**src/hw/rtl/rbs_pkg.sv**
```systemverilog
// -----------------------------------------------------------------------------
// rbs_pkg: shared types and constants for roi background subtraction
// Frame geometry, item layouts, register indexes and command codes.
// -----------------------------------------------------------------------------
package rbs_pkg;

   localparam int MAX_COLUMNS = 1024;
   localparam int MAX_ROWS    = 512;
   localparam int COL_W       = $clog2(MAX_COLUMNS);
   localparam int ROW_W       = $clog2(MAX_ROWS);
   localparam int ADDR_W      = ROW_W + COL_W;
   localparam int STORE_DEPTH = MAX_ROWS * MAX_COLUMNS;

   localparam int PIX_W   = 8;
   localparam int THR_W   = 8;
   localparam int WGT_W   = 9;
   localparam int COLS_W  = 11;
   localparam int ROWS_W  = 10;
   localparam int BROW_W  = 9;
   localparam int BOUND_W = 11;
   localparam int CSR_W   = 11;

   localparam logic [WGT_W-1:0]  WEIGHT_FULL  = WGT_W'(256);
   localparam logic [THR_W-1:0]  THR_RESET    = THR_W'(30);
   localparam logic [WGT_W-1:0]  WGT_RESET    = WGT_W'(26);
   localparam logic [COLS_W-1:0] COLS_RESET   = COLS_W'(640);
   localparam logic [ROWS_W-1:0] ROWS_RESET   = ROWS_W'(480);

   typedef enum logic {
      CMD_PIXEL  = 1'b0,
      CMD_BOUNDS = 1'b1
   } cmd_type;

   typedef enum logic [1:0] {
      CSR_DIFF_THRESHOLD   = 2'd0,
      CSR_UPDATE_WEIGHT_Q8 = 2'd1,
      CSR_FRAME_COLUMNS    = 2'd2,
      CSR_FRAME_ROWS       = 2'd3
   } csr_index_type;

   typedef struct packed {
      cmd_type              command;
      logic [PIX_W-1:0]     pixel;
      logic                 frame_start;
      logic [BROW_W-1:0]    bound_row;
      logic [BOUND_W-1:0]   bound_left;
      logic [BOUND_W-1:0]   bound_right;
   } req_type;

   typedef struct packed {
      logic                 is_background;
      logic [PIX_W-1:0]     background_level;
      logic                 frame_last;
   } rsp_type;

   typedef struct packed {
      logic [BOUND_W-1:0]   right;
      logic [BOUND_W-1:0]   left;
   } bounds_type;

   typedef struct packed {
      logic [ADDR_W-1:0]    addr;
      logic [ROW_W-1:0]     row;
      logic [COL_W-1:0]     col;
      logic                 last;
      logic                 learning;
   } scan_type;

   typedef struct packed {
      logic                 is_background;
      logic [PIX_W-1:0]     level;
      logic                 write;
   } upd_type;

endpackage

```
**src/hw/rtl/rbs_update.sv**
```systemverilog
// -----------------------------------------------------------------------------
// rbs_update: pixel classification and running average
// Decides foreground or background and computes the new background level.
// -----------------------------------------------------------------------------
module rbs_update import rbs_pkg::*; (
   input  logic [PIX_W-1:0]  pixel,
   input  logic [PIX_W-1:0]  background,
   input  logic [COL_W-1:0]  col,
   input  logic              learning,
   input  bounds_type        bounds,
   input  logic [THR_W-1:0]  diff_threshold,
   input  logic [WGT_W-1:0]  update_weight_q8,
   output upd_type           upd
);

   logic                      in_region;
   logic [PIX_W-1:0]          abs_diff;
   logic [WGT_W-1:0]          weight;
   logic signed [PIX_W:0]     delta;
   logic signed [PIX_W+WGT_W+1:0] prod;
   logic signed [PIX_W+2:0]   level_sum;

   always_comb begin
      in_region = (BOUND_W'(col) >= bounds.left) && (BOUND_W'(col) < bounds.right);
      abs_diff  = (pixel > background) ? pixel - background : background - pixel;
      weight    = (update_weight_q8 > WEIGHT_FULL) ? WEIGHT_FULL : update_weight_q8;
      delta     = $signed({1'b0, pixel}) - $signed({1'b0, background});
      prod      = delta * $signed({1'b0, weight});
      // floor(((256 - w) * bg + w * pix) / 256) == bg + floor(w * (pix - bg) / 256)
      level_sum = $signed({3'b000, background}) + prod[PIX_W+WGT_W+1:8];

      upd.is_background = 1'b1;
      upd.level         = background;
      upd.write         = 1'b0;
      if (learning) begin
         upd.level = pixel;
         upd.write = 1'b1;
      end else if (in_region) begin
         if (abs_diff > diff_threshold) begin
            upd.is_background = 1'b0;
         end else begin
            upd.level = level_sum[PIX_W-1:0];
            upd.write = 1'b1;
         end
      end
   end

endmodule

```
**config.mk**
```make
export PLATFORM = sky130hd
export DESIGN_NAME = rbs_update
export DESIGN_NICKNAME = d
export VERILOG_FILES = /design/src/hw/rtl/rbs_pkg.sv /design/src/hw/rtl/rbs_update.sv
export SDC_FILE = /design/constraint.sdc
export NUM_CORES = 1
export LEC_CHECK = 0
export ABC_AREA = 1
export BUFFER_PORTS_ARGS = -buffer_cell sky130_fd_sc_hd__buf_2
export CORE_AREA = 10 10 185 100
export DETAILED_ROUTE_END_ITERATION = 10
export DIE_AREA = 0 0 195 110
export PLACE_DENSITY = 0.44
export SLEW_MARGIN = 40
export SYNTH_ARGS = -nofsm -noshare
export SYNTH_HDL_FRONTEND = slang
export SYNTH_SLANG_ARGS = --single-unit
```
**constraint.sdc**
```tcl
create_clock -name vclk -period 15.3
set_clock_uncertainty 0.2 [all_clocks]
set_input_delay 0.765 -clock vclk [all_inputs]
set_output_delay 0.765 -clock vclk [all_outputs]
set_load 0.02 [all_outputs]
```
==> flow_summary.ini <==
[sta]
finalCritPeriodShare_pct = 61.8
setup_ws_ps = 5850
worst_pin_slew_ps = 674
fin_setup_tns_ps = 0
min_period_ps = 9450
slew_headroom_pct = 54.9
max_freq_mhz = 106
hold_viol_final = 0
rsz0062_at_grt = no
hold_ws_ps = 1680
setup_viol = 0
finalMaxSlewViolations = 0

[die]
dieArea_sq_mm = 0.0215
io_pins = 76
start_util_pct = 29.6
core_sq_mm = 0.0152
rows = 32
die_x_um = 195
die_y_um = 110

[routing]
viasPerCell = 4.50
routed_wl_um = 12600
avgRoutedWirePerCell_um = 13.8
drt_iter0_markers = 145
postRouteAntennaNets = 0
vias = 4113
first_pass_iters = 4
drcViolationCount = 0

[critical_path]
cp-endpoint = upd[8]
crit_fanout = 7
cp_data_required_time_ps = 14340
worst-path-stages = 44
cp-end-kind = output pin
path_buf_inv = 11
crit_type = input pin to output pin
cp_slowest_cell = fa_1
critPathLaunchType = input pin
crit_path_frequent_cell = inv_1
cp_top_family = adder cells
cp.arrival_ps = 8490
slowest_delay_ps = 550
cp-startpoint = pixel[0]

[synthesis]
synth_nets = 844
syn_area_per_cell_sq_um = 7.03
yosys_warnings = 0
synth_top_area_share_pct = 23.6
seq_area_frac_synth_pct = 0
syn-cell-area_sq_mm = 0.00450
synth.distinct_cells = 43
yosysTopAreaCell = ha_1
ys_top_cells_by_area = ha_1 24%, fa_1 23%, inv_1 13%
postSynthCellCount = 641

[clock_network]
postCtsSetupRepairBufs = 0
postCtsHoldBufs = 0
ctsResizeCount = 0

[grt]
gr-total-overflow = 0
grt_max_degree = 15
grt_pass1_vias = 4309
grt_pass1_wl_um = 21000
grt_use_total_pct = 11.7
antenna_found_initial = 1

[finish]
fin_util_pct = 33.5
drive_gt1_share_pct = 15.8
nClkBuffers = 0
n_antenna_cell = 0
layout.nets = 916
seq_area_sq_um = 0
multi_input_area_sq_mm = 0.00387
seq_cell_count = 0
fillCellCount = 1714
synthToLayoutAreaGrowth_pct = 13.0

[place]
dpl.hpwl_um = 11500
io_buffers = 76
gp_congestion = 0.846
place_ws_ps = 5920

[pwr]
power_leakage_nw = 2.95
peakVddDrop_v = 0.0000876
powerDensity_mw_per_mm2 = 164
total_power_uw = 833

[job]
max_cap_violations = 0

[worst_hold_path]
hold_depth = 3
holdCritPathClass = input pin to output pin

[outcome]
status = complete, no violations
[synth_stat cells (7+ instances only)]
cell and count:
ha_1 85, fa_1 52, inv_1 151, nor2_1 66, xor2_1 14, nand3_2 7
a21oi_1 28, nand3_1 28, o21ai_0 16, nand2_2 9, o21ai_1 9, nand2_1 115
[cells by family after synthesis]
logic type / count (synthesis) / share of synthesized area, %
buf+inv: 161 / 14.3
simple gates: 248 / 25.0
compound gates: 75 / 10.1
xor+xnor: 20 / 3.89
fa+ha+maj: 137 / 46.7
[layout make-up]
type                       instances  area share (%)
inverter                         154            11.4
multi-input combinational        480            76.0
tap                              204            5.01
timing repair buffer              77            7.62
[metrics by stage]
step                      cells  instance area [sq um]
final                       915                   5090
after global routing        915                   5090
after CTS                   915                   5090
after detailed placement    915                   5090
after global placement      915                   5080
after floorplan             641                   4500
[report_power, final]
| group | total (mW) | internal (mW) | switching, mW |
|---|---|---|---|
| logic | 0.833 | 0.330 | 0.503 |
| clock network | 0 | 0 | 0 |
| registers | 0 | 0 | 0 |
[how the worst min path moves through the flow]
stage,end,from,slack (ps)
detailed placement,upd[3],learning,1690
global placement,upd[3],learning,1690
floorplan,upd[3],learning,1470
global route,upd[3],learning,1710
finish,upd[3],learning,1680
CTS,upd[3],learning,1690
[tightest hold or removal path, cell delays in order]
cell and delay, ps:
buf_2 130, o21ai_1 70, buf_2 150
[metal layers]
metal / vias to the layer above / routed length (um) / GRT usage [%]
li1: 2143 / - / -
met1: 1886 / 6140 / 16.1
met2: 76 / 5780 / 20.2
met3: 6 / 653 / 1.48
met4: 2 / 46 / 0.542
met5: - / 7 / 0
[cell usage in the layout (no fill, tap or decap), drive strengths merged, types with 3 or more instances in the layout]
cell and n:
a21oi 31, a31oi 3, buf 77, fa 52, ha 85, inv 153
nand2 126, nand3 35, nand3b 3, nand4 6, nor2 72, o211ai 5
o21ai 26, xnor2 6, xor2 14
(Power assumes the default switching activity.)
