## src/hw/rtl/rbs_pkg.sv

```systemverilog
// -----------------------------------------------------------------------------
// rbs_pkg: shared types and constants for roi background subtraction
// Frame geometry, item layouts, register indexes and command codes.
// -----------------------------------------------------------------------------
package rbs_pkg;

   localparam int MAX_COLUMNS = 1024;
   localparam int MAX_ROWS    = 512;
   localparam int COL_W       = $clog2(MAX_COLUMNS);
   localparam int ROW_W       = $clog2(MAX_ROWS);
   localparam int ADDR_W      = ROW_W + COL_W;
   localparam int STORE_DEPTH = MAX_ROWS * MAX_COLUMNS;

   localparam int PIX_W   = 8;
   localparam int THR_W   = 8;
   localparam int WGT_W   = 9;
   localparam int COLS_W  = 11;
   localparam int ROWS_W  = 10;
   localparam int BROW_W  = 9;
   localparam int BOUND_W = 11;
   localparam int CSR_W   = 11;

   localparam logic [WGT_W-1:0]  WEIGHT_FULL  = WGT_W'(256);
   localparam logic [THR_W-1:0]  THR_RESET    = THR_W'(30);
   localparam logic [WGT_W-1:0]  WGT_RESET    = WGT_W'(26);
   localparam logic [COLS_W-1:0] COLS_RESET   = COLS_W'(640);
   localparam logic [ROWS_W-1:0] ROWS_RESET   = ROWS_W'(480);

   typedef enum logic {
      CMD_PIXEL  = 1'b0,
      CMD_BOUNDS = 1'b1
   } cmd_type;

   typedef enum logic [1:0] {
      CSR_DIFF_THRESHOLD   = 2'd0,
      CSR_UPDATE_WEIGHT_Q8 = 2'd1,
      CSR_FRAME_COLUMNS    = 2'd2,
      CSR_FRAME_ROWS       = 2'd3
   } csr_index_type;

   typedef struct packed {
      cmd_type              command;
      logic [PIX_W-1:0]     pixel;
      logic                 frame_start;
      logic [BROW_W-1:0]    bound_row;
      logic [BOUND_W-1:0]   bound_left;
      logic [BOUND_W-1:0]   bound_right;
   } req_type;

   typedef struct packed {
      logic                 is_background;
      logic [PIX_W-1:0]     background_level;
      logic                 frame_last;
   } rsp_type;

   typedef struct packed {
      logic [BOUND_W-1:0]   right;
      logic [BOUND_W-1:0]   left;
   } bounds_type;

   typedef struct packed {
      logic [ADDR_W-1:0]    addr;
      logic [ROW_W-1:0]     row;
      logic [COL_W-1:0]     col;
      logic                 last;
      logic                 learning;
   } scan_type;

   typedef struct packed {
      logic                 is_background;
      logic [PIX_W-1:0]     level;
      logic                 write;
   } upd_type;

endpackage

```

## src/hw/rtl/rbs_scan.sv

```systemverilog
// -----------------------------------------------------------------------------
// rbs_scan: raster position tracking
// Column and row counters, store address, last-pixel flag and learning flag.
// -----------------------------------------------------------------------------
module rbs_scan import rbs_pkg::*; (
   input  logic               clock,
   input  logic               reset,
   input  logic               advance,
   input  logic               frame_start,
   input  logic [COLS_W-1:0]  frame_columns,
   input  logic [ROWS_W-1:0]  frame_rows,
   output scan_type           scan
);

   logic [COL_W-1:0]  col_ff, col_in, col_use;
   logic [ROW_W-1:0]  row_ff, row_in, row_use;
   logic              learning_ff, learning_in;
   logic [COLS_W-1:0] cols_c, col_inc;
   logic [ROWS_W-1:0] rows_c, row_inc;
   logic              col_wrap, row_wrap;

   // saturate frame size to the supported range
   always_comb begin
      if (frame_columns == '0) begin
         cols_c = COLS_W'(1);
      end else if (frame_columns > COLS_W'(MAX_COLUMNS)) begin
         cols_c = COLS_W'(MAX_COLUMNS);
      end else begin
         cols_c = frame_columns;
      end
      if (frame_rows == '0) begin
         rows_c = ROWS_W'(1);
      end else if (frame_rows > ROWS_W'(MAX_ROWS)) begin
         rows_c = ROWS_W'(MAX_ROWS);
      end else begin
         rows_c = frame_rows;
      end
   end

   always_comb begin
      col_use  = frame_start ? '0 : col_ff;
      row_use  = frame_start ? '0 : row_ff;
      col_inc  = COLS_W'(col_use) + COLS_W'(1);
      row_inc  = ROWS_W'(row_use) + ROWS_W'(1);
      col_wrap = col_inc >= cols_c;
      row_wrap = row_inc >= rows_c;

      scan.addr     = {row_use, col_use};
      scan.row      = row_use;
      scan.col      = col_use;
      scan.last     = col_wrap && row_wrap;
      scan.learning = learning_ff;

      col_in      = col_ff;
      row_in      = row_ff;
      learning_in = learning_ff;
      if (advance) begin
         col_in = col_wrap ? '0 : col_inc[COL_W-1:0];
         row_in = row_use;
         if (col_wrap) begin
            row_in = row_wrap ? '0 : row_inc[ROW_W-1:0];
         end
         if (scan.last) begin
            learning_in = 1'b0;
         end
      end
   end

   always_ff @(posedge clock) begin
      if (reset) begin
         col_ff      <= '0;
         row_ff      <= '0;
         learning_ff <= 1'b1;
      end else begin
         col_ff      <= col_in;
         row_ff      <= row_in;
         learning_ff <= learning_in;
      end
   end

endmodule

```

## config.mk

```make
export PLATFORM = sky130hd
export DESIGN_NAME = rbs_scan
export DESIGN_NICKNAME = d
export VERILOG_FILES = /design/src/hw/rtl/rbs_pkg.sv /design/src/hw/rtl/rbs_scan.sv
export SDC_FILE = /design/constraint.sdc
export NUM_CORES = 1
export LEC_CHECK = 0
export ABC_CLOCK_PERIOD_IN_PS = 8170
export BUFFER_PORTS_ARGS = -buffer_cell sky130_fd_sc_hd__buf_4
export CORE_ASPECT_RATIO = 0.6
export CORE_UTILIZATION = 55
export CTS_CLUSTER_SIZE = 25
export DETAILED_ROUTE_END_ITERATION = 10
export HOLD_SLACK_MARGIN = 0.08
export PLACE_DENSITY = 0.95
export RECOVER_POWER = 100
export SLEW_MARGIN = 20
export SYNTH_ARGS = -nofsm -noshare
export SYNTH_HDL_FRONTEND = slang
export SYNTH_SLANG_ARGS = --single-unit
```

## constraint.sdc

```tcl
create_clock -name clock -period 8.17 [get_ports clock]
set_input_delay 1.2255 -clock clock [delete_from_list [all_inputs] [get_ports clock]]
set_output_delay 1.2255 -clock clock [all_outputs]
set_load 0.02 [all_outputs]
```

==> results of run 1 <==
-- flip-flops by register name, indices dropped and copies added (netlist names) --
name and flops:
col_ff 10, learning_ff 1, row_ff 9
-- logic make-up (layout without fill, tap and decap cells) --
group           count (synthesis)  count (layout)  synth area share [%]
flops                          20              20                  20.2
compound gates                 47              47                  16.6
xor+xnor                       15              15                  6.63
simple gates                  116             116                  30.5
buf+inv                        37              75                  11.6
fa+ha+maj                      23              23                  14.5
-- metal layers --
metal | vias to the layer above | GRT usage [%]
li1 | 986 | -
met1 | 928 | 40.3
met2 | 107 | 44.9
met3 | 23 | 6.98
met4 | 0 | 10.3
met5 | - | 0
-- per-stage QoR --
| step | instance area, um2 | total power (uW) | hold WS, ns | instances |
|---|---|---|---|---|
| 2_1_floorplan | 1980 | 135 | 0.435 | 258 |
| 3_3_place_gp | 2320 | 151 | 0.452 | 337 |
| 3_5_place_dp | 2320 | 153 | 0.468 | 337 |
| 4_1_cts | 2370 | 230 | 0.481 | 341 |
| 5_1_grt | 2210 | 238 | 0.495 | 341 |
| 6_report | 2210 | 226 | 0.478 | 341 |
-- critical path, cell delays in order --
cell and delay [ns]:
sky130_fd_sc_hd__clkbuf_1 0.83, sky130_fd_sc_hd__nor2b_1 0.27, sky130_fd_sc_hd__ha_1 0.32, sky130_fd_sc_hd__nand3_1 0.12, sky130_fd_sc_hd__and4bb_1 0.25, sky130_fd_sc_hd__xor2_1 0.18, sky130_fd_sc_hd__ha_1 0.33, sky130_fd_sc_hd__a21o_1 0.19
sky130_fd_sc_hd__a221o_1 0.35, sky130_fd_sc_hd__a41oi_1 0.20, sky130_fd_sc_hd__o21a_1 0.69, sky130_fd_sc_hd__nor2_1 0.10, sky130_fd_sc_hd__clkbuf_1 0.20
-- worst max-delay path by stage --
stage	endpoint	slack [ns]	depth (start not counted)
floorplan	scan[1]	2.43	14
global placement	scan[1]	2.51	14
detailed placement	scan[1]	2.31	14
CTS	scan[1]	2.25	14
global route	scan[1]	1.40	13
finish	scan[1]	1.66	13
-- power breakdown --
part | internal [uW] | switching (uW) | leakage (uW)
logic | 18.7 | 30.1 | 0.000787
clock network | 43.0 | 33.9 | 0.0000288
registers | 99.2 | 1.44 | 0.000162
-- cells in the mapped netlist, types with 3 or more instances --
library cell / instances / area (um2)
sky130_fd_sc_hd__inv_1: 4 / 15.0
sky130_fd_sc_hd__nor3_1: 5 / 25.0
sky130_fd_sc_hd__ha_1: 23 / 288
sky130_fd_sc_hd__xnor2_1: 3 / 26.3
sky130_fd_sc_hd__clkinv_1: 3 / 11.3
sky130_fd_sc_hd__a21oi_1: 15 / 75.1
sky130_fd_sc_hd__nor2b_1: 19 / 119
sky130_fd_sc_hd__clkbuf_1: 6 / 22.5
sky130_fd_sc_hd__dfxtp_1: 20 / 400
sky130_fd_sc_hd__buf_4: 22 / 165
sky130_fd_sc_hd__nand4_1: 5 / 31.3
sky130_fd_sc_hd__nand3_1: 18 / 90.1
sky130_fd_sc_hd__xor2_1: 12 / 105
sky130_fd_sc_hd__nand4b_1: 4 / 35.0
sky130_fd_sc_hd__and3_1: 7 / 43.8
sky130_fd_sc_hd__nor4_1: 4 / 25.0
sky130_fd_sc_hd__nand2_1: 32 / 120
sky130_fd_sc_hd__o21ai_1: 5 / 25.0
sky130_fd_sc_hd__a22oi_1: 4 / 30.0
sky130_fd_sc_hd__nor2_1: 16 / 60.1
sky130_fd_sc_hd__a21o_1: 3 / 22.5
-- final cells by class --
type	count	area, um2
clock buffer	4	55.1
fill	302	1130
inverter	7	26.3
multi-input combinational	201	1340
sequential	20	400
tap	45	56.3
timing repair buffer	64	330
==> results.md, run 1 <==
* Uppermost signal routing layer after detailed routing: met4
* Root Buffer Master: sky130_fd_sc_hd__clkbuf_8
* Final Routed Wirelength at 5330 um
* Slew headroom at 23.1%
* Final-stage net count at 345
* Leakage at 0.000978 uW
* R2r worst-path depth at 13
* Max Fanout on Critical Path at 26
* GRT Resource Usage Total at 29.4%
* Power density over the cells at 103 nW/um2
* Initial core utilization at 59.3%
* Share of final-layout standard cells stronger than drive strength 1 at 10.1%
* Pin count of the biggest net entering global routing at 27
* Gr ovfl total at 0
* Ratio of routed vias to standard cells at 5.99
* Core region area at 3340 um2
* Die height at 48.5 um
* Launch point of the critical path: frame_start
* Worst Skew at 0.00258 ns
* Time the final worst path needs with I/O delays and setup at 6.51 ns
* Setup repair bufs after CTS at 0
* Routed len/inst at 15.6 um
* Maximum count of clock buffers along a single path at 2
* Number of sinks driven by the clock tree at 20
* Final number of max-transition violations at 0
* Sum of negative setup slack at 0 ns
* Wire length of the first global-routing pass at 8800 um
* TritonCTS clock tree: done
* IO buf count at 64
* I/O pin cnt at 65
* Sequential area share after synthesis at 20.2%
* Final core utilization at 66.1%
* Commonest cells after routing, fill and taps aside: 40 x sky130_fd_sc_hd__clkbuf_1, 32 x sky130_fd_sc_hd__nand2_1, 24 x sky130_fd_sc_hd__buf_4, 23 x sky130_fd_sc_hd__ha_1, 20 x sky130_fd_sc_hd__dfxtp_1
* Number of standard-cell rows in the floorplan at 16
* Fin. Hold Viols at 0
* Cells after synthesis at 258
* Cts bufs inserted at 3
* Met1 layer wirelength in the final routing at 2420 um
* Path type of the worst min-delay path: reg2reg
* Leading cell type in the layout, fill and taps excluded: sky130_fd_sc_hd__clkbuf_1
* Status: completed
* Actual transition at the worst max-transition pin at 1.15 ns
* Floorplan die area at 3860 um2
* Number of enable flip-flop cells after synthesis at 0
* Worst setup margin at 1.66 ns
* Kind of launch point of the worst setup path: input port
* Via count of the first global-routing pass at 1809
* Category of the most critical setup path: in2out
* Sort of element at the end of the critical path: output port
* Post-synthesis cell type count at 42
* Max Freq at 0.154 GHz
* Cell area after synthesis at 1980 um2
* GPL Wtd Cong at 0.893
* Synth Net Count at 306
* Async set-or-reset flop fraction in the synthesized netlist at 0%
* PostCTS Resize Cnt at 0
* Final worst path period share at 79.7%
* DRC violations left at 0
* Number of setup violations in the final report at 0
* Clock-pin slew of the registers on the worst-case setup and hold paths at 0.07 ns
* Arrival time of the worst setup path at 5.29 ns
* Pre-CTS worst setup slack at 2.31 ns
* Synthesized area per cell at 7.68 um2
* Estimated wirelength of the detail-placed design at 3920 um
* Number of levels in the clock H-tree at 1
* # Max-Cap Violations at 0
* Antenna Cells at 0
* Number of buffers inserted by hold repair at cts at 0
* Hold-critical path endpoint: learning_ff
* Startpoint of the most critical hold path: learning_ff
* Cell depth of the worst hold path at 2
* Dominant register cell in the synthesized netlist: sky130_fd_sc_hd__dfxtp_1
* Total met2 wirelength after detailed routing at 2370 um
* Worst-skew pair later-pin latency at 0.27 ns
* Number of antenna violations at the first check in global routing at 0
* Total length of routed met3 wires at 414 um
* Vias post-DR at 2044
* Number of warnings reported in the yosys synthesis log at 0
* Worst path required time at 6.94 ns
* Flip-flop and latch count after synthesis at 20
* Antenna Nets Post-Route at 0
* Beginning of the worst register-to-register path: row_ff[0]
* Number of DRC violations after detailed-routing iteration 0 at 143
* Area grow syn2layout at 11.4%
* Destination of the worst register-to-register timing path: row_ff[7]
* Die Width at 79.5 um
* Setup repair after global routing missed its margin: false
* Minimum setup slack among reg-to-reg paths at 4.11 ns
* Number of optimization iterations in the first detailed-route pass at 5
* Max VDD drop at 66.0 uV
Power figures use the tool's default switching activity.
==> inputs of run 2 (changes only) <==
--- a/config.mk
+++ b/config.mk
@@ -5,14 +5,14 @@
 export SDC_FILE = /design/constraint.sdc
 export NUM_CORES = 1
 export LEC_CHECK = 0
-export ABC_CLOCK_PERIOD_IN_PS = 8170
+export ABC_CLOCK_PERIOD_IN_PS = 6000
 export BUFFER_PORTS_ARGS = -buffer_cell sky130_fd_sc_hd__buf_4
 export CORE_ASPECT_RATIO = 0.6
-export CORE_UTILIZATION = 55
+export CORE_UTILIZATION = 51
 export CTS_CLUSTER_SIZE = 25
 export DETAILED_ROUTE_END_ITERATION = 10
 export HOLD_SLACK_MARGIN = 0.08
-export PLACE_DENSITY = 0.95
+export PLACE_DENSITY = 0.9
 export RECOVER_POWER = 100
 export SLEW_MARGIN = 20
 export SYNTH_ARGS = -nofsm -noshare
==> constraint.sdc (replaced) <==
create_clock -name clock -period 6 [get_ports clock]
set_input_delay 0.9 -clock clock [delete_from_list [all_inputs] [get_ports clock]]
set_output_delay 0.9 -clock clock [all_outputs]
set_load 0.02 [all_outputs]
==> results.md, run 2 (synthesized netlist as in run 1, its figures left out) <==
* Status: completed (unchanged)
* Vias post-DR at 1979 (was 2044)
* Time the final worst path needs with I/O delays and setup at 5.32 ns
* Antenna Cells at 0 (unchanged)
* Path type of the worst min-delay path: reg2reg (unchanged)
* Worst-skew pair later-pin latency at 0.26 ns (was 0.27 ns)
* Cts bufs inserted at 3 (unchanged)
* DRC violations left at 0 (unchanged)
* Leakage at 0.000979 uW (was 0.000978 uW)
* Arrival time of the worst setup path at 4.42 ns (was 5.29 ns)
* Number of fillers in the final layout at 367 (was 302)
* Gr ovfl total at 0 (unchanged)
* Minimum setup slack among reg-to-reg paths at 2.00 ns (was 4.11 ns)
* Maximum count of clock buffers along a single path at 2 (unchanged)
* Largest register by flop count: col_ff (unchanged)
* Number of levels in the clock H-tree at 1 (unchanged)
* Via count of the first global-routing pass at 1697 (was 1809)
* Startpoint of the most critical hold path: learning_ff (unchanged)
* Number of buffers inserted by hold repair at cts at 0 (unchanged)
* Antenna Nets Post-Route at 0 (unchanged)
* Slew headroom at 47.0% (was 23.1%)
* Worst path required time at 5.10 ns (was 6.94 ns)
* Final Routed Wirelength at 5130 um (was 5330 um)
* Routed len/inst at 15.0 um (was 15.6 um)
* Sum of negative setup slack at 0 ns (unchanged)
* Leading cell type in the layout, fill and taps excluded: sky130_fd_sc_hd__clkbuf_1 (unchanged)
* # Max-Cap Violations at 0 (unchanged)
* Setup repair bufs after CTS at 0 (unchanged)
* TritonCTS clock tree: done (unchanged)
* Estimated wirelength of the detail-placed design at 4050 um (was 3920 um)
* Max Freq at 0.188 GHz
* Non-filler cells in the finished layout at 343 (was 341)
* Ratio of routed vias to standard cells at 5.77 (was 5.99)
* Final number of max-transition violations at 0 (unchanged)
* Die Width at 82.5 um (was 79.5 um)
* Number of antenna violations at the first check in global routing at 0 (unchanged)
* Actual transition at the worst max-transition pin at 0.795 ns (was 1.15 ns)
* Cell depth of the worst hold path at 2 (unchanged)
* Number of flip-flops in the largest register at 10 (unchanged)
* Pin count of the biggest net entering global routing at 27 (unchanged)
* Final-stage net count at 346 (was 345)
* Total power draw at 290 uW (was 226 uW)
* Wire length of the first global-routing pass at 7840 um (was 8800 um)
* Hold-critical path endpoint: learning_ff (unchanged)
* Fin. Hold Viols at 0 (unchanged)
* Setup repair after global routing missed its margin: false (unchanged)
* Kind of launch point of the worst setup path: input port (unchanged)
* R2r worst-path depth at 12 (was 13)
* Destination of the worst register-to-register timing path: row_ff[7] (unchanged)
* Floorplan die area at 4150 um2 (was 3860 um2)
* Largest regs: col_ff: 10 flops, row_ff: 9 flops, learning_ff: 1 flops (unchanged)
* Sort of element at the end of the critical path: output port (unchanged)
* Final worst path period share at 88.7%
* Placed instance count at 340 (was 337)
* Max VDD drop at 102 uV (was 66.0 uV)
* Number of setup violations in the final report at 0 (unchanged)
* Commonest cells after routing, fill and taps aside: 39 x sky130_fd_sc_hd__clkbuf_1, 32 x sky130_fd_sc_hd__nand2_1, 26 x sky130_fd_sc_hd__buf_4, 23 x sky130_fd_sc_hd__ha_1, 20 x sky130_fd_sc_hd__dfxtp_1 (was 40 x sky130_fd_sc_hd__clkbuf_1, 32 x sky130_fd_sc_hd__nand2_1, 24 x sky130_fd_sc_hd__buf_4, 23 x sky130_fd_sc_hd__ha_1, 20 x sky130_fd_sc_hd__dfxtp_1)
* Beginning of the worst register-to-register path: col_ff[0] (was row_ff[0])
* Core region area at 3700 um2 (was 3340 um2)
* Die height at 50.3 um (was 48.5 um)
* Number of optimization iterations in the first detailed-route pass at 4 (was 5)
* Number of DRC violations after detailed-routing iteration 0 at 153 (was 143)
* Worst Skew at 0.00671 ns (was 0.00258 ns)
* Share of final-layout standard cells stronger than drive strength 1 at 10.5% (was 10.1%)
* Root Buffer Master: sky130_fd_sc_hd__clkbuf_8 (unchanged)
* GPL Wtd Cong at 0.894 (was 0.893)
* PostCTS Resize Cnt at 0 (unchanged)
* Category of the most critical setup path: in2out (unchanged)
* Area grow syn2layout at 11.4% (unchanged)
* Number of sinks driven by the clock tree at 20 (unchanged)
* IO buf count at 64 (unchanged)
* GRT Resource Usage Total at 24.9% (was 29.4%)
* Number of standard-cell rows in the floorplan at 17 (was 16)
* Clock-pin slew of the registers on the worst-case setup and hold paths at 0.07 ns (about the same)
* Initial core utilization at 53.5% (was 59.3%)
* Power density over the cells at 131 nW/um2 (was 103 nW/um2)
* Max Fanout on Critical Path at 26 (unchanged)
* I/O pin cnt at 65 (unchanged)
## run 2: worst max path at each step
stage	startpoint	to
2_1_floorplan	frame_start	scan[1]
3_3_place_gp	frame_start	scan[1]
3_5_place_dp	frame_start	scan[1]
4_1_cts	frame_start	scan[1]
5_1_grt	frame_start	scan[1]
6_report	frame_start	scan[1]
## run 2: layout make-up
cell class / instances / area, um2 / area share, %
clock buffers: 3 / 41.3 / 1.87
flip-flops and latches: 20 / 400 / 18.1
multi-input cells: 201 / 1340 / 60.7
inverters: 7 / 26.3 / 1.19
repair buffers: 65 / 342 / 15.5
well taps: 47 / 58.8 / 2.66
## run 2: power breakdown
group	leakage [uW]	switching [uW]	internal, uW
Clock	0.0000216	42.2	44.7
Sequential	0.000162	2.01	135
Combinational	0.000795	40.1	26.3
## run 2: critical path: stages
cell	delay, ns
sky130_fd_sc_hd__buf_4	0.20
sky130_fd_sc_hd__nor2b_1	0.34
sky130_fd_sc_hd__ha_1	0.25
sky130_fd_sc_hd__nand3_1	0.14
sky130_fd_sc_hd__and4bb_1	0.35
sky130_fd_sc_hd__xor2_1	0.21
sky130_fd_sc_hd__ha_1	0.27
sky130_fd_sc_hd__a21o_1	0.18
sky130_fd_sc_hd__a221o_1	0.33
sky130_fd_sc_hd__a41oi_1	0.22
sky130_fd_sc_hd__o21a_1	0.69
sky130_fd_sc_hd__nor2_1	0.11
sky130_fd_sc_hd__clkbuf_1	0.20
## run 2: per-stage QoR
step           cell area, um2  worst slack (ns)  hold WS [ns]  util (%)
6_report                 2210             0.676         0.465      59.7
5_1_grt                  2210             0.501         0.498      59.7
4_1_cts                  2370             0.951         0.465      64.0
3_5_place_dp             2330             0.953         0.454      62.8
3_3_place_gp             2330              1.21         0.452      62.8
2_1_floorplan            1980             0.912         0.435         -
## run 2: routing by layer
layer / part of all wire, % / track usage, %
met1: 48 / 34.6
met2: 45 / 39.8
met3: 7.1 / 5.09
met4: 0.58 / 4.09
met5: 0 / 0
==> inputs of run 3 (changes only) <==
--- a/config.mk
+++ b/config.mk
@@ -5,14 +5,14 @@
 export SDC_FILE = /design/constraint.sdc
 export NUM_CORES = 1
 export LEC_CHECK = 0
-export ABC_CLOCK_PERIOD_IN_PS = 6000
+export ABC_CLOCK_PERIOD_IN_PS = 6300
 export BUFFER_PORTS_ARGS = -buffer_cell sky130_fd_sc_hd__buf_4
 export CORE_ASPECT_RATIO = 0.6
-export CORE_UTILIZATION = 51
+export CORE_UTILIZATION = 55
 export CTS_CLUSTER_SIZE = 25
 export DETAILED_ROUTE_END_ITERATION = 10
 export HOLD_SLACK_MARGIN = 0.08
-export PLACE_DENSITY = 0.9
+export PLACE_DENSITY = 0.89
 export RECOVER_POWER = 100
 export SLEW_MARGIN = 20
 export SYNTH_ARGS = -nofsm -noshare
==> constraint.sdc (replaced) <==
create_clock -name clock -period 6.3 [get_ports clock]
set_input_delay 0.945 -clock clock [delete_from_list [all_inputs] [get_ports clock]]
set_output_delay 0.945 -clock clock [all_outputs]
set_load 0.02 [all_outputs]
==> results.md, run 3 (synthesized netlist as in run 1, its figures left out) <==
* Status: completed (unchanged)
* Commonest cells after routing, fill and taps aside: 39 x sky130_fd_sc_hd__clkbuf_1, 32 x sky130_fd_sc_hd__nand2_1, 26 x sky130_fd_sc_hd__buf_4, 23 x sky130_fd_sc_hd__ha_1, 20 x sky130_fd_sc_hd__dfxtp_1 (unchanged)
* Final-stage net count at 346 (unchanged)
* IO buf count at 64 (unchanged)
* Antenna Cells at 0 (unchanged)
* Root Buffer Master: sky130_fd_sc_hd__clkbuf_8 (unchanged)
* Max Freq at 0.186 GHz
* Number of fillers in the final layout at 311 (was 367)
* Number of DRC violations after detailed-routing iteration 0 at 144 (was 153)
* Power density over the cells at 125 nW/um2 (was 131 nW/um2)
* Worst-skew pair later-pin latency at 0.26 ns (about the same)
* Final Routed Wirelength at 4800 um (was 5130 um)
* Vias post-DR at 1999 (was 1979)
* Total power draw at 275 uW (was 290 uW)
* Estimated wirelength of the detail-placed design at 3730 um (was 4050 um)
* GRT Resource Usage Total at 25.7% (was 24.9%)
* Routed len/inst at 14.1 um (was 15.0 um)
* DRC violations left at 0 (unchanged)
* Leakage at 0.000979 uW (about the same)
* Max VDD drop at 149 uV (was 102 uV)
* Core region area at 3340 um2 (was 3700 um2)
* Largest register by flop count: col_ff (unchanged)
* Number of optimization iterations in the first detailed-route pass at 5 (was 4)
* Antenna Nets Post-Route at 0 (unchanged)
* Time the final worst path needs with I/O delays and setup at 5.37 ns
* Ratio of routed vias to standard cells at 5.86 (was 5.77)
* Largest regs: col_ff: 10 flops, row_ff: 9 flops, learning_ff: 1 flops (unchanged)
* Pin count of the biggest net entering global routing at 27 (unchanged)
* Area used by multi-input combinational logic at 1340 um2 (unchanged)
* Post-route cell area at 2210 um2 (about the same)
* Wire length of the first global-routing pass at 7890 um (was 7840 um)
* Clock-pin slew of the registers on the worst-case setup and hold paths at 0.07 ns (about the same)
* Number of buffers inserted by hold repair at cts at 0 (unchanged)
* I/O pin cnt at 65 (unchanged)
* Number of setup violations in the final report at 0 (unchanged)
* Worst path required time at 5.35 ns (was 5.10 ns)
* Number of sinks driven by the clock tree at 20 (unchanged)
* Initial core utilization at 59.3% (was 53.5%)
* Final number of max-transition violations at 0 (unchanged)
* Maximum count of clock buffers along a single path at 2 (unchanged)
* Via count of the first global-routing pass at 1711 (was 1697)
* Number of antenna violations at the first check in global routing at 0 (unchanged)
* TritonCTS clock tree: done (unchanged)
* Placed instance count at 338 (was 340)
* Share of final-layout standard cells stronger than drive strength 1 at 10.5% (unchanged)
* Arrival time of the worst setup path at 4.42 ns (about the same)
* Path type of the worst min-delay path: reg2reg (unchanged)
* Sequential standard cell area at 400 um2 (unchanged)
* Die Width at 79.5 um (was 82.5 um)
* Gr ovfl total at 0 (unchanged)
* Leading cell type in the layout, fill and taps excluded: sky130_fd_sc_hd__clkbuf_1 (unchanged)
* Number of levels in the clock H-tree at 1 (unchanged)
* Placement-stage cell area at 2320 um2 (was 2330 um2)
* Final core utilization at 66.0% (was 59.7%)
* Cts bufs inserted at 3 (unchanged)
* Die height at 48.5 um (was 50.3 um)
* Fin. Hold Viols at 0 (unchanged)
* Sum of negative setup slack at 0 ns (unchanged)
* # Max-Cap Violations at 0 (unchanged)
* Kind of launch point of the worst setup path: input port (unchanged)
* Setup repair bufs after CTS at 0 (unchanged)
* Area grow syn2layout at 11.3% (was 11.4%)
* Sort of element at the end of the critical path: output port (unchanged)
* Final worst path period share at 85.2%
* Actual transition at the worst max-transition pin at 0.791 ns (was 0.795 ns)
* Non-filler cells in the finished layout at 341 (was 343)
* Slew headroom at 47.3% (was 47.0%)
* Worst Skew at 0.00357 ns (was 0.00671 ns)
* Category of the most critical setup path: in2out (unchanged)
* Setup repair after global routing missed its margin: false (unchanged)
* Max Fanout on Critical Path at 26 (unchanged)
* Floorplan die area at 3860 um2 (was 4150 um2)
* Number of standard-cell rows in the floorplan at 16 (was 17)
* GPL Wtd Cong at 0.834 (was 0.894)
* PostCTS Resize Cnt at 0 (unchanged)
* Number of flip-flops in the largest register at 10 (unchanged)
run 3: cell types whose count changed in the layout (fill, tap and decap cells not counted):
cell                      previous run  this run
sky130_fd_sc_hd__o21ai_0             6         5
sky130_fd_sc_hd__o21ai_1             2         3
run 3: critical path, cell delays in order:
cell and delay (ns):
sky130_fd_sc_hd__buf_4 0.20, sky130_fd_sc_hd__nor2b_1 0.30, sky130_fd_sc_hd__ha_1 0.24, sky130_fd_sc_hd__nand3_1 0.12, sky130_fd_sc_hd__and4bb_1 0.35, sky130_fd_sc_hd__xor2_1 0.24
sky130_fd_sc_hd__ha_1 0.28, sky130_fd_sc_hd__a21o_1 0.18, sky130_fd_sc_hd__a221o_1 0.34, sky130_fd_sc_hd__a41oi_1 0.21, sky130_fd_sc_hd__o21a_1 0.69, sky130_fd_sc_hd__nor2_1 0.11
sky130_fd_sc_hd__clkbuf_1 0.20
run 3: worst paths after layout:
kind	from	endpoint	slack [ns]	cells past startpoint
max	frame_start	scan[1]	0.93	13
min	learning_ff	learning_ff	0.47	2
max reg2reg	col_ff[0]	row_ff[7]	2.34	12
min reg2reg	learning_ff	learning_ff	0.47	2
run 3: per-stage QoR:
stage	hold WS [ns]	setup slack [ns]
floorplan	0.435	1.12
global placement	0.451	1.42
detailed placement	0.461	1.26
CTS	0.471	1.22
global route	0.503	0.644
finish	0.465	0.934
run 3: power breakdown:
group          total, uW  switching, uW  internal [uW]
clock network       81.9           39.3           42.6
logic               62.4           37.5           24.9
registers            131           1.88            129
total                275           78.7            196
run 3: layout make-up:
cell class	instances	share of cell area (%)
sequential	20	18.2
clock buffer	3	1.87
tap	45	2.55
timing repair buffer	65	15.5
inverter	7	1.19
multi-input combinational	201	60.7
run 3: layer usage:
| layer | GRT usage, % | vias to the layer above | wire (um) |
|---|---|---|---|
| met5 | 0 | - | 0 |
| met4 | 3.64 | 0 | 5 |
| met3 | 6.42 | 2 | 428 |
| met2 | 37.6 | 113 | 2040 |
| met1 | 38.5 | 896 | 2330 |
| li1 | - | 988 | - |
